<file path="config.mk">
export PLATFORM = sky130hd
export DESIGN_NAME = masked_interrupt_dispatcher
export DESIGN_NICKNAME = d
export VERILOG_FILES = /design/src/design/mid_pkg.sv /design/src/design/mid_front.sv /design/src/design/mid_queue.sv /design/src/design/mid_back.sv /design/src/design/masked_interrupt_dispatcher.sv
export SDC_FILE = /design/constraint.sdc
export NUM_CORES = 1
export LEC_CHECK = 0
export ABC_AREA = 1
export BUFFER_PORTS_ARGS = -buffer_cell sky130_fd_sc_hd__buf_2
export CORE_MARGIN = 1.5
export CORE_UTILIZATION = 60
export CTS_CLUSTER_SIZE = 10
export DETAILED_ROUTE_END_ITERATION = 16
export HOLD_SLACK_MARGIN = 0.1
export PLACE_DENSITY = 0.78
export SKIP_CTS_REPAIR_TIMING = 1
export SLEW_MARGIN = 20
export SYNTH_ARGS = -nofsm -noshare
export SYNTH_HDL_FRONTEND = slang
export SYNTH_HIERARCHICAL = 1
export SYNTH_SLANG_ARGS = --single-unit
</file>
<file path="constraint.sdc">
create_clock -name clock -period 10.5 [get_ports clock]
set_input_delay 0.525 -clock clock [delete_from_list [all_inputs] [get_ports clock]]
set_output_delay 0.525 -clock clock [all_outputs]
set_load 0.01 [all_outputs]
</file>
<file path="src/design/mid_pkg.sv">
// ----------------------------------------------------------------------------
// mid_pkg
// shared constants, request codes and queue structs of the interrupt
// dispatcher
// ----------------------------------------------------------------------------
package mid_pkg;

   localparam int NUM_SOURCES = 72;
   localparam int NUM_BASIC   = NUM_SOURCES - 64;
   localparam int SRC_W       = 7;
   localparam int MAX_OUT     = 64;
   localparam int CNT_W       = $clog2(MAX_OUT);
   localparam int Q_DEPTH     = 4;
   localparam int Q_PTR_W     = $clog2(Q_DEPTH);
   localparam int Q_CNT_W     = $clog2(Q_DEPTH + 1);

   typedef enum logic [1:0] {
      REQ_DISPATCH = 2'd0,
      REQ_ENABLE   = 2'd1,
      REQ_DISABLE  = 2'd2,
      REQ_REGISTER = 2'd3
   } req_code_type;

   typedef struct packed {
      logic                   push;
      logic [NUM_SOURCES-1:0] vec;
   } q_push_type;

   typedef struct packed {
      logic                   full;
      logic                   avail;
      logic [NUM_SOURCES-1:0] head;
   } q_stat_type;

endpackage

</file>
<file path="src/design/mid_front.sv">
// ----------------------------------------------------------------------------
// mid_front
// accepts request words, keeps the enable and handler flags and turns each
// dispatch into a vector of qualifying sources for the queue
// ----------------------------------------------------------------------------
module mid_front (
   input  logic                      clock,
   input  logic                      reset,
   input  logic                      req_valid,
   output logic                      req_ready,
   input  logic [1:0]                req_type,
   input  logic [mid_pkg::SRC_W-1:0] req_source_number,
   input  logic                      req_handler_present,
   input  logic [9:0]                req_basic_status,
   input  logic [31:0]               req_pending_low,
   input  logic [31:0]               req_pending_high,
   input  mid_pkg::q_stat_type       q_stat,
   output mid_pkg::q_push_type       q_push
);

   logic [mid_pkg::NUM_SOURCES-1:0] enabled_ff, enabled_in;
   logic [mid_pkg::NUM_SOURCES-1:0] registered_ff, registered_in;
   logic [mid_pkg::NUM_SOURCES-1:0] pending;
   logic [mid_pkg::NUM_SOURCES-1:0] qualified;
   mid_pkg::req_code_type           code;
   logic                            accept;

   assign req_ready = !q_stat.full;
   assign accept    = req_valid && req_ready;
   assign code      = mid_pkg::req_code_type'(req_type);

   // status bits gate the two wide groups, basic bits are their own pending
   assign pending = {req_basic_status[mid_pkg::NUM_BASIC-1:0],
                     req_pending_high & {32{req_basic_status[9]}},
                     req_pending_low  & {32{req_basic_status[8]}}};
   assign qualified = pending & enabled_ff & registered_ff;

   always_comb begin
      enabled_in    = enabled_ff;
      registered_in = registered_ff;
      q_push.push   = 1'b0;
      q_push.vec    = qualified;
      if (accept) begin
         case (code)
            mid_pkg::REQ_DISPATCH: begin
               q_push.push = (qualified != '0);
            end
            mid_pkg::REQ_ENABLE: begin
               for (int i = 0; i < mid_pkg::NUM_SOURCES; i++) begin
                  if (req_source_number == i[mid_pkg::SRC_W-1:0]) enabled_in[i] = 1'b1;
               end
            end
            mid_pkg::REQ_DISABLE: begin
               for (int i = 0; i < mid_pkg::NUM_SOURCES; i++) begin
                  if (req_source_number == i[mid_pkg::SRC_W-1:0]) enabled_in[i] = 1'b0;
               end
            end
            mid_pkg::REQ_REGISTER: begin
               for (int i = 0; i < mid_pkg::NUM_SOURCES; i++) begin
                  if (req_source_number == i[mid_pkg::SRC_W-1:0]) begin
                     registered_in[i] = req_handler_present;
                  end
               end
            end
            default: begin
               q_push.push = 1'b0;
            end
         endcase
      end
   end

   always_ff @(posedge clock) begin
      if (reset) begin
         enabled_ff    <= '0;
         registered_ff <= '0;
      end else begin
         enabled_ff    <= enabled_in;
         registered_ff <= registered_in;
      end
   end

endmodule

</file>
<file path="src/design/mid_queue.sv">
// ----------------------------------------------------------------------------
// mid_queue
// short fifo of qualified source vectors between front and back
// ----------------------------------------------------------------------------
module mid_queue (
   input  logic                clock,
   input  logic                reset,
   input  mid_pkg::q_push_type q_push,
   input  logic                q_pop,
   output mid_pkg::q_stat_type q_stat
);

   logic [mid_pkg::NUM_SOURCES-1:0] entry_ff [mid_pkg::Q_DEPTH];
   logic [mid_pkg::Q_PTR_W-1:0]     wr_ptr_ff, wr_ptr_in;
   logic [mid_pkg::Q_PTR_W-1:0]     rd_ptr_ff, rd_ptr_in;
   logic [mid_pkg::Q_CNT_W-1:0]     count_ff, count_in;
   logic                            do_push, do_pop;

   assign q_stat.full  = (count_ff == mid_pkg::Q_CNT_W'(mid_pkg::Q_DEPTH));
   assign q_stat.avail = (count_ff != '0);
   assign q_stat.head  = entry_ff[rd_ptr_ff];

   assign do_push = q_push.push && !q_stat.full;
   assign do_pop  = q_pop && q_stat.avail;

   always_comb begin
      wr_ptr_in = do_push ? wr_ptr_ff + 1'b1 : wr_ptr_ff;
      rd_ptr_in = do_pop  ? rd_ptr_ff + 1'b1 : rd_ptr_ff;
      count_in  = count_ff;
      if (do_push && !do_pop) count_in = count_ff + 1'b1;
      if (do_pop && !do_push) count_in = count_ff - 1'b1;
   end

   always_ff @(posedge clock) begin
      if (reset) begin
         wr_ptr_ff <= '0;
         rd_ptr_ff <= '0;
         count_ff  <= '0;
      end else begin
         wr_ptr_ff <= wr_ptr_in;
         rd_ptr_ff <= rd_ptr_in;
         count_ff  <= count_in;
      end
   end

   always_ff @(posedge clock) begin
      if (do_push) entry_ff[wr_ptr_ff] <= q_push.vec;
   end

endmodule

</file>
<file path="src/design/mid_back.sv">
// ----------------------------------------------------------------------------
// mid_back
// scans one qualified vector at a time, low group then high group then
// basic group, highest bit first, one result word per cycle unless the output stalls
// ----------------------------------------------------------------------------
module mid_back (
   input  logic                      clock,
   input  logic                      reset,
   input  mid_pkg::q_stat_type       q_stat,
   output logic                      q_pop,
   output logic                      rsp_valid,
   input  logic                      rsp_ready,
   output logic [mid_pkg::SRC_W-1:0] rsp_dispatched_source,
   output logic                      rsp_last_of_run
);

   logic [mid_pkg::NUM_SOURCES-1:0] vec_ff, vec_in;
   logic [mid_pkg::CNT_W-1:0]       count_ff, count_in;
   logic                            rsp_valid_ff, rsp_valid_in;
   logic [mid_pkg::SRC_W-1:0]       rsp_source_ff, rsp_source_in;
   logic                            rsp_last_ff, rsp_last_in;
   logic [31:0]                     low_word, high_word, basic_word, word;
   logic [1:0]                      grp;
   logic [4:0]                      pos;
   logic [mid_pkg::SRC_W-1:0]       source;
   logic [mid_pkg::NUM_SOURCES-1:0] vec_clr;
   logic                            last;
   logic                            busy, emit, load;

   assign low_word   = vec_ff[31:0];
   assign high_word  = vec_ff[63:32];
   assign basic_word = 32'(vec_ff[mid_pkg::NUM_SOURCES-1:64]);

   always_comb begin
      if (low_word != '0) begin
         grp  = 2'd0;
         word = low_word;
      end else if (high_word != '0) begin
         grp  = 2'd1;
         word = high_word;
      end else begin
         grp  = 2'd2;
         word = basic_word;
      end
      pos = '0;
      for (int i = 0; i < 32; i++) begin
         if (word[i]) pos = i[4:0];
      end
      source  = {grp, pos};
      vec_clr = vec_ff;
      for (int i = 0; i < mid_pkg::NUM_SOURCES; i++) begin
         if (source == i[mid_pkg::SRC_W-1:0]) vec_clr[i] = 1'b0;
      end
      last = (vec_clr == '0) || (count_ff == mid_pkg::CNT_W'(mid_pkg::MAX_OUT - 1));
   end

   assign busy  = (vec_ff != '0);
   assign emit  = busy && (!rsp_valid_ff || rsp_ready);
   assign load  = !busy && q_stat.avail;
   assign q_pop = load;

   always_comb begin
      vec_in        = vec_ff;
      count_in      = count_ff;
      rsp_valid_in  = rsp_valid_ff && !rsp_ready;
      rsp_source_in = rsp_source_ff;
      rsp_last_in   = rsp_last_ff;
      if (load) begin
         vec_in   = q_stat.head;
         count_in = '0;
      end else if (emit) begin
         vec_in        = last ? '0 : vec_clr;
         count_in      = count_ff + 1'b1;
         rsp_valid_in  = 1'b1;
         rsp_source_in = source;
         rsp_last_in   = last;
      end
   end

   always_ff @(posedge clock) begin
      if (reset) begin
         vec_ff       <= '0;
         count_ff     <= '0;
         rsp_valid_ff <= 1'b0;
      end else begin
         vec_ff       <= vec_in;
         count_ff     <= count_in;
         rsp_valid_ff <= rsp_valid_in;
      end
   end

   always_ff @(posedge clock) begin
      rsp_source_ff <= rsp_source_in;
      rsp_last_ff   <= rsp_last_in;
   end

   assign rsp_valid             = rsp_valid_ff;
   assign rsp_dispatched_source = rsp_source_ff;
   assign rsp_last_of_run       = rsp_last_ff;

   // the queue never carries an empty vector
   a_load_nonempty: assert property (@(posedge clock) disable iff (reset)
      load |=> vec_ff != '0)
      else $error("loaded vector is empty");

   a_load_count: assert property (@(posedge clock) disable iff (reset)
      load |=> count_ff == '0)
      else $error("result count not cleared on load");

   a_emit_valid: assert property (@(posedge clock) disable iff (reset)
      emit |=> rsp_valid_ff)
      else $error("emitted word not presented");

endmodule

</file>
<file path="src/design/masked_interrupt_dispatcher.sv">
// ----------------------------------------------------------------------------
// masked_interrupt_dispatcher
// enable and handler flags per source, dispatch of pending sources in order
// ----------------------------------------------------------------------------
// Enable, disable and register words give no result. A dispatch word is
// masked by the enables and handler flags in the cycle it is accepted and
// goes into a four-entry queue; a dispatch that qualifies no source gives no
// result. The back scanner then emits one result per cycle while the output
// is not stalled, clearing one bit of the vector per result; results leave
// through an output register. Words are accepted while the queue has room.
// ----------------------------------------------------------------------------
module masked_interrupt_dispatcher (
   input  logic                      clock,
   input  logic                      reset,
   input  logic                      req_valid,
   output logic                      req_ready,
   input  logic [1:0]                req_type,
   input  logic [mid_pkg::SRC_W-1:0] req_source_number,
   input  logic                      req_handler_present,
   input  logic [9:0]                req_basic_status,
   input  logic [31:0]               req_pending_low,
   input  logic [31:0]               req_pending_high,
   output logic                      rsp_valid,
   input  logic                      rsp_ready,
   output logic [mid_pkg::SRC_W-1:0] rsp_dispatched_source,
   output logic                      rsp_last_of_run
);

   mid_pkg::q_push_type q_push;
   mid_pkg::q_stat_type q_stat;
   logic                q_pop;

   mid_front u_front (
      .clock               (clock),
      .reset               (reset),
      .req_valid           (req_valid),
      .req_ready           (req_ready),
      .req_type            (req_type),
      .req_source_number   (req_source_number),
      .req_handler_present (req_handler_present),
      .req_basic_status    (req_basic_status),
      .req_pending_low     (req_pending_low),
      .req_pending_high    (req_pending_high),
      .q_stat              (q_stat),
      .q_push              (q_push)
   );

   mid_queue u_queue (
      .clock  (clock),
      .reset  (reset),
      .q_push (q_push),
      .q_pop  (q_pop),
      .q_stat (q_stat)
   );

   mid_back u_back (
      .clock                 (clock),
      .reset                 (reset),
      .q_stat                (q_stat),
      .q_pop                 (q_pop),
      .rsp_valid             (rsp_valid),
      .rsp_ready             (rsp_ready),
      .rsp_dispatched_source (rsp_dispatched_source),
      .rsp_last_of_run       (rsp_last_of_run)
   );

endmodule
</file>
### Word-level counts from Yosys, hierarchy flattened

Memories as Yosys holds them, arrays and structs flattened. A register that Yosys moved wholly into a read port is not among the register bits.
Cells that the tools add are included.

| word-level totals | value |
|---|---|
| flip-flop bits (word level) | 238 |
| bits in writable memories | 288 |
| input port bits | 88 |
| word-level logic and storage cells | 893 |
| memories | 1 |

Memory list:

| name | depth | width | rd ports | clocked after memory_dff | write ports | RTL line | source |
|---|---|---|---|---|---|---|---|
| u_queue.entry_ff | 4 | 72 | 1 | 1 | 1 | mid_queue.sv:13 | `logic [mid_pkg::NUM_SOURCES-1:0] entry_ff [mid_pkg::Q_DEPTH];` |

| cells by class | value |
|---|---|
| add/sub/neg operators | 5 |
| equal/unequal tests | 291 |
| multiplexer cells | 265 |
| bitwise logic cells | 5 |
| reductions and logical operators | 174 |

Operator list:

| operator | count |
|---|---|
| $eq A7 B6 Y1 const B | 64 |
| $ne A2 B1 Y1 const B | 144 |
| $reduce_and A4 Y1 | 72 |
| $eq A7 B5 Y1 const B | 32 |
| $mux W1 | 223 |
| $mux W72 | 3 |
| $reduce_and A3 Y1 | 72 |
| $and A72 B72 Y72 | 2 |
| $pmux W72 S2 | 1 |
| $reduce_bool A72 Y1 | 2 |
| $eq A7 B4 Y1 const B | 16 |
| $eq A7 B7 Y1 const B | 16 |
| $mux W5 | 16 |
| $logic_not A72 Y1 | 1 |
| $and A32 B32 Y32 | 2 |
| $mux W32 | 2 |
| $reduce_bool A32 Y1 | 2 |
| $eq A7 B3 Y1 const B | 8 |
| $mux W4 | 8 |
| $eq A7 B2 Y1 const B | 4 |
| $mux W3 | 6 |
| $eq A7 B1 Y1 const B | 2 |
| $logic_not A7 Y1 | 2 |
| $mux W2 | 6 |
| 17 further kinds | 34 |

### Logic depth before layout (Yosys ltp)

| depth | value |
|---|---|
| word-level depth | 41 |
| mapped depth | 53 |

### By module

Netlist, hierarchy kept.

By module, submodules not included:

| module | instances | cells an instance | area an instance (um2) | sequential area each (um2) |
|---|---|---|---|---|
| mid_queue | 1 | 765 | 11574.9 | 8828.5 |
| mid_front | 1 | 1159 | 7563.5 | 2882.8 |
| mid_back | 1 | 1093 | 7282.0 | 1821.7 |

### Least setup slack after synthesis

Ideal clock, no wire load.

| timing | value |
|---|---|
| path type | input port to flip-flop |
| start point | input req_basic_status[9] |
| end point | memory u_queue/entry_ff[0][0] (netlist bit), enable pin |
| library setup time | 0.503 ns |
| arrival time | 4.604 ns |
| path slack | 5.393 ns |
| cell stages on the path | 13 |
| path through | clkbuf_1 > nand2_1 > nor2_1 > nor2_1 > nand2_1 > nor2_1 > nand2_1 > nor2_1 > nand3_1 > nand2_1 > inv_1 > nand2_1 > nor2_1 |

RTL lines:

| what | RTL line | source |
|---|---|---|
| start: declaration | masked_interrupt_dispatcher.sv:20 | `input logic [9:0] req_basic_status,` |
| end: declaration | mid_queue.sv:13 |  |

### Worst setup path in the final report

| timing | value |
|---|---|
| start point | register u_back/vec_ff[18] (netlist bit) |
| end point | register u_back/vec_ff[35] (netlist bit) |

| on the way | value |
|---|---|
| cells in the longest elaborated chain, start to end | 40 |
| elaborated cells on any way between the ends | 188 |
| classes of those cells | 71 x eq/ne; 108 x mux; 9 x reduce/logical |

Ends and longest elaborated chain:

| what | RTL line | source |
|---|---|---|
| start: declaration | mid_back.sv:17 | `logic [mid_pkg::NUM_SOURCES-1:0] vec_ff, vec_in;` |
| start signal: assignment | mid_back.sv:86 | `vec_ff <= vec_in;` |
| $reduce_bool A32 Y1 | mid_back.sv:35 | `if (low_word != '0) begin` |
| $mux W32 | mid_back.sv:35 |  |
| $mux W1 | mid_back.sv:47 | `if (word[i]) pos = i[4:0];` |
| $mux W2 (2 in a row) | mid_back.sv:47 |  |
| $mux W3 (4 in a row) | mid_back.sv:47 |  |
| $mux W4 (8 in a row) | mid_back.sv:47 |  |
| $mux W5 (16 in a row) | mid_back.sv:47 |  |
| $eq A7 B1 Y1 (tied with other cells) | mid_back.sv:52 | `if (source == i[mid_pkg::SRC_W-1:0]) vec_clr[i] = 1'b0;` |
| $mux W1 | mid_back.sv:52 |  |
| $logic_not A72 Y1 | mid_back.sv:54 | `last = (vec_clr == '0) \|\| (count_ff == mid_pkg::CNT_W'(mid_pkg::MAX_OUT - 1));` |
| $logic_or A1 B1 Y1 | mid_back.sv:54 |  |
| $mux W72 | mid_back.sv:72 | `vec_in = last ? '0 : vec_clr;` |
| $mux W72 | mid_back.sv:71 | `end else if (emit) begin` |
| $mux W72 | mid_back.sv:68 | `if (load) begin` |

Parallel ways exist; a longest one is shown, timed or not. The select of a mux whose other input is x is not followed.
A chain may end at the register's enable or synchronous reset.

==> results summary <==
Synthesis handed over a netlist of 3017 instances. The final number of hold-violating endpoints is 0. For the final routed database, the setup TNS stands at 0 ps. The setup slack on the worst flop-to-flop path came out at 3960 ps. The final max-slew violation count is 0.

The total core area is 43300 um2. The net switching share of the total power came out at 22.7%. STA classifies the critical path endpoint as a flip-flop. The internal power component is 3.32 mW. The area overhead of the layout relative to synthesis came out at 7.72%. The H-tree generated during clock tree synthesis spans 2 levels. The worst supply voltage drop on vdd is 124 uV.

The per-cell routed wire length came out at 21.4 um. The area of the mapped netlist came out at 26400 um2. The total of flip-flops plus latches after synthesis is 528. The most critical setup path has its startpoint at u_back/vec_ff[18]. At the worst endpoint, the required time is 10980 ps.

In this run, the number of DRC markers left after iteration 0 of detailed routing was 2424. The number of antenna-violating nets in the routed design came out at 0. For this design the ratio of total power to cell area is 151 nW/um2. In this run the vertical extent of the chip is 213 um.

Setup repair after global routing left no endpoint under its margin. Counting every net in the synthesized netlist gives 3116. The x dimension of the die is 213 um. For this block, the routed nets add up to 78300 um of wire. The number of global-route vias before repair came out at 20900. The number of buffers on the longest clock path came out at 3.

The clock latency on the worst-skew pair is 630 ps. The floorplan has 76 rows. The switching power of the nets is 0.976 mW. The maximum fanout encountered on the critical timing path came out at 72. Setup slack on the critical path of the routed design comes to 3960 ps. The distinct cell type count of the synthesized netlist came out at 52. The area share of the largest cell type after synthesis is 33.6%. After clock tree synthesis, the clock-pin slew on the worst setup and hold paths is 60 ps.

The total routing resource utilization after global routing is 34.6%. TritonCTS built the clock tree. The transition time at the pin with the least slew margin came out at 1170 ps. The count of final setup violators came out at 0. The largest individual stage delay along the critical path comes from the cell sky130_fd_sc_hd__inv_1.

The number of top-level pins came out at 98. In this run, placement finished with an instance count of 3541. The final estimated routing congestion in global placement came out at 0.991. The initial antenna violation count was 1. Leaving out fill and tap cells, the most frequent cell in the layout is sky130_fd_sc_hd__nand2_1.

The worst register-to-register path ends at u_back/vec_ff[35]. For this block, the via count after detailed routing is 21900. The largest net degree at the start of global routing is 101. The post-layout minimum cycle time came out at 6540 ps. The effective utilization at floorplan is 61.1%.

The cell that appears most often on the critical path is sky130_fd_sc_hd__nor2_1. sky130_fd_sc_hd__edfxtp_1 takes more of the synthesized area than any other cell. The critical path ends at u_back/vec_ff[35]. In this run the critical register-to-register path is launched from u_back/vec_ff[18]. The worst setup skew after layout came out at 28.0 ps. Sorting the synthesized cells by area gives the leading types as sky130_fd_sc_hd__edfxtp_1, sky130_fd_sc_hd__dfxtp_1, sky130_fd_sc_hd__nand2_1.

Of the synthesized area, sequential elements account for 51.2%. In the synthesized netlist the dominant register cell turns out to be sky130_fd_sc_hd__edfxtp_1. The length of the first detailed-routing pass in iterations is 6. After synthesis, the mean cell area works out to 8.76 um2. In the layout the commonest cells are sky130_fd_sc_hd__nand2_1, sky130_fd_sc_hd__nor2_1, sky130_fd_sc_hd__edfxtp_1, sky130_fd_sc_hd__o21ai_0, sky130_fd_sc_hd__dfxtp_1. The flow ran to the end, and the final reports show no timing, DRC or antenna violations. In this run the clock root is driven by a sky130_fd_sc_hd__clkbuf_16. The global-route wire length before repair is 119000 um.

The portion of total power attributed to combinational logic came out at 4.8%. The path class of the tightest hold or removal check is primary input to flip-flop. In this run the tool buffered the top-level ports with 97 buffer cells. The standby leakage power came out at 9.90 nW. The die area is 45300 um2. The proportion of layout cells with a drive suffix above 1 came out at 16.4%.

The post-route non-filler standard cell count came out at 3650. The placement-stage cell area came out at 26700 um2. The highest clock rate came out at 153 MHz. The max-cap check violation count came out at 0. The setup slack at placement is 4230 ps.

The finished layout cell area came out at 28500 um2. In this run, CTS created clock tree buffers numbering 60. The wire-length estimate of the detail-placed layout is 51900 um. Registers are responsible for 50.9% of the overall power. In this design, the stage delay of the slowest critical-path cell is 690 ps. The clock net in this run drives a total of 528 sinks. The number of nets in the layout came out at 3117. The via density per instance is 6.00. The clock network accounts for 44.2% of the total power. The share of flip-flops with an asynchronous set or reset after synthesis came out at 0%. For this run, design rule violations remaining after detail routing come to 0.

The number of cell instances on the worst register-to-register path is 30. For this run the aggregate overflow at the end of global routing stands at 0. STA classifies the critical path startpoint as a flip-flop. The worst setup path category is flip-flop to flip-flop. Data on the critical path arrives at its endpoint at 7020 ps. The number of enable flip-flop cells after synthesis came out at 296. The post-route clock period utilization came out at 62.3%. The worst slew margin relative to its limit is 21.9%.

Yosys printed 6 warnings.
-- Yosys cell counts (2+ instances only) --
| master | count |
|---|---|
| sky130_fd_sc_hd__buf_12 | 8 |
| sky130_fd_sc_hd__dfxtp_1 | 232 |
| sky130_fd_sc_hd__or2_0 | 29 |
| sky130_fd_sc_hd__nand4_1 | 76 |
| sky130_fd_sc_hd__ha_1 | 10 |
| sky130_fd_sc_hd__o21ai_1 | 32 |
| sky130_fd_sc_hd__nor2_2 | 66 |
| sky130_fd_sc_hd__a21oi_2 | 69 |
| sky130_fd_sc_hd__inv_1 | 206 |
| sky130_fd_sc_hd__nand2_8 | 3 |
| sky130_fd_sc_hd__clkbuf_1 | 86 |
| sky130_fd_sc_hd__inv_2 | 14 |
| sky130_fd_sc_hd__o22ai_1 | 22 |
| sky130_fd_sc_hd__o21ai_0 | 241 |
| sky130_fd_sc_hd__o21a_1 | 5 |
| sky130_fd_sc_hd__edfxtp_1 | 296 |
| sky130_fd_sc_hd__nand2_1 | 560 |
| sky130_fd_sc_hd__o21bai_1 | 4 |
| sky130_fd_sc_hd__buf_2 | 36 |
| sky130_fd_sc_hd__o22ai_2 | 50 |
| sky130_fd_sc_hd__nand2_2 | 6 |
| sky130_fd_sc_hd__a311oi_1 | 13 |
| sky130_fd_sc_hd__nor2_1 | 426 |
| sky130_fd_sc_hd__a21oi_1 | 178 |
| sky130_fd_sc_hd__clkbuf_8 | 18 |
| sky130_fd_sc_hd__dlygate4sd3_1 | 2 |
| sky130_fd_sc_hd__o211ai_1 | 2 |
| sky130_fd_sc_hd__clkbuf_2 | 6 |
| sky130_fd_sc_hd__nor2_4 | 4 |
| sky130_fd_sc_hd__buf_6 | 13 |
| sky130_fd_sc_hd__nand2_4 | 6 |
| sky130_fd_sc_hd__a211oi_1 | 4 |
| sky130_fd_sc_hd__nand3_1 | 144 |
| sky130_fd_sc_hd__nand3_2 | 74 |
| sky130_fd_sc_hd__a31oi_1 | 4 |
| sky130_fd_sc_hd__or2_1 | 34 |
| sky130_fd_sc_hd__nand4_2 | 6 |
| sky130_fd_sc_hd__nor3_1 | 9 |
| sky130_fd_sc_hd__inv_4 | 2 |
| sky130_fd_sc_hd__buf_1 | 9 |
-- area by class of cell --
class / instances / area [um2]
multi-input cells: 2085 / 10900
repair buffers: 119 / 659
clock inverters: 4 / 38.8
flip-flops and latches: 528 / 13500
fillers: 3461 / 14800
clock buffers: 103 / 1700
inverters: 224 / 852
well taps: 585 / 732
diodes: 2 / 5.00
-- layer usage --
metal	track usage [%]	share of wire [%]
met5	0	0
met4	15.2	4.5
met3	5.02	7.5
met2	54.5	46
met1	47.7	42
-- flip-flops by register name (all words and copies together) (netlist names), named ones only --
name,cells
u_queue/entry_ff,288
u_back/vec_ff,72
u_front/enabled_ff,72
u_front/registered_ff,72
u_back/rsp_dispatched_source,7
u_back/count_ff,6
u_queue/count_ff,3
u_queue/rd_ptr_ff,2
u_queue/wr_ptr_ff,2
u_back/rsp_last_of_run,1
u_back/rsp_valid,1
-- critical path, delay by kind of cell (launching register included) --
family	cells	cell delay (ps)
compound gates	6	1010
simple gates	23	4280
flops	1	340
buf+inv	1	690
-- stage by stage --
step	power (mW)	hold slack, ps	util, %
2_1_floorplan	2.38	421	-
3_3_place_gp	2.43	434	61.7
3_5_place_dp	2.43	448	61.7
4_1_cts	4.30	215	65.8
5_1_grt	4.41	257	65.8
6_report	4.30	230	65.8
-- cell families (layout without fill, tap and decap cells) --
family	count (synthesis)	count (layout)	synth area share, %
compound gates	625	625	14.7
xor+xnor	1	1	0.0332
flops	528	528	51.2
simple gates	1448	1448	25.9
buf+inv	404	450	7.63
fa+ha+maj	11	11	0.549
other cells	0	2	0
-- power groups by stage --
stage / clock network (mW) / logic [mW] / registers (mW)
after floorplan: 0 / 0.146 / 2.23
after global placement: 0 / 0.199 / 2.23
after detailed placement: 0 / 0.202 / 2.23
after CTS: 1.91 / 0.203 / 2.19
after global routing: 1.99 / 0.223 / 2.19
final: 1.90 / 0.208 / 2.19
-- worst min-delay path by stage --
stage                                from               endpoint  slack (ps)  depth (start not counted)
detailed placement  u_front/enabled_ff[1]  u_front/enabled_ff[1]         450                          2
global placement    u_front/enabled_ff[1]  u_front/enabled_ff[1]         430                          2
CTS                             rsp_ready       u_back/rsp_valid         220                          4
finish                          rsp_ready       u_back/rsp_valid         230                          4
global route                    rsp_ready       u_back/rsp_valid         260                          4
floorplan           u_front/enabled_ff[1]  u_front/enabled_ff[1]         420                          2
No activity file was read; power rests on OpenSTA's default activity.
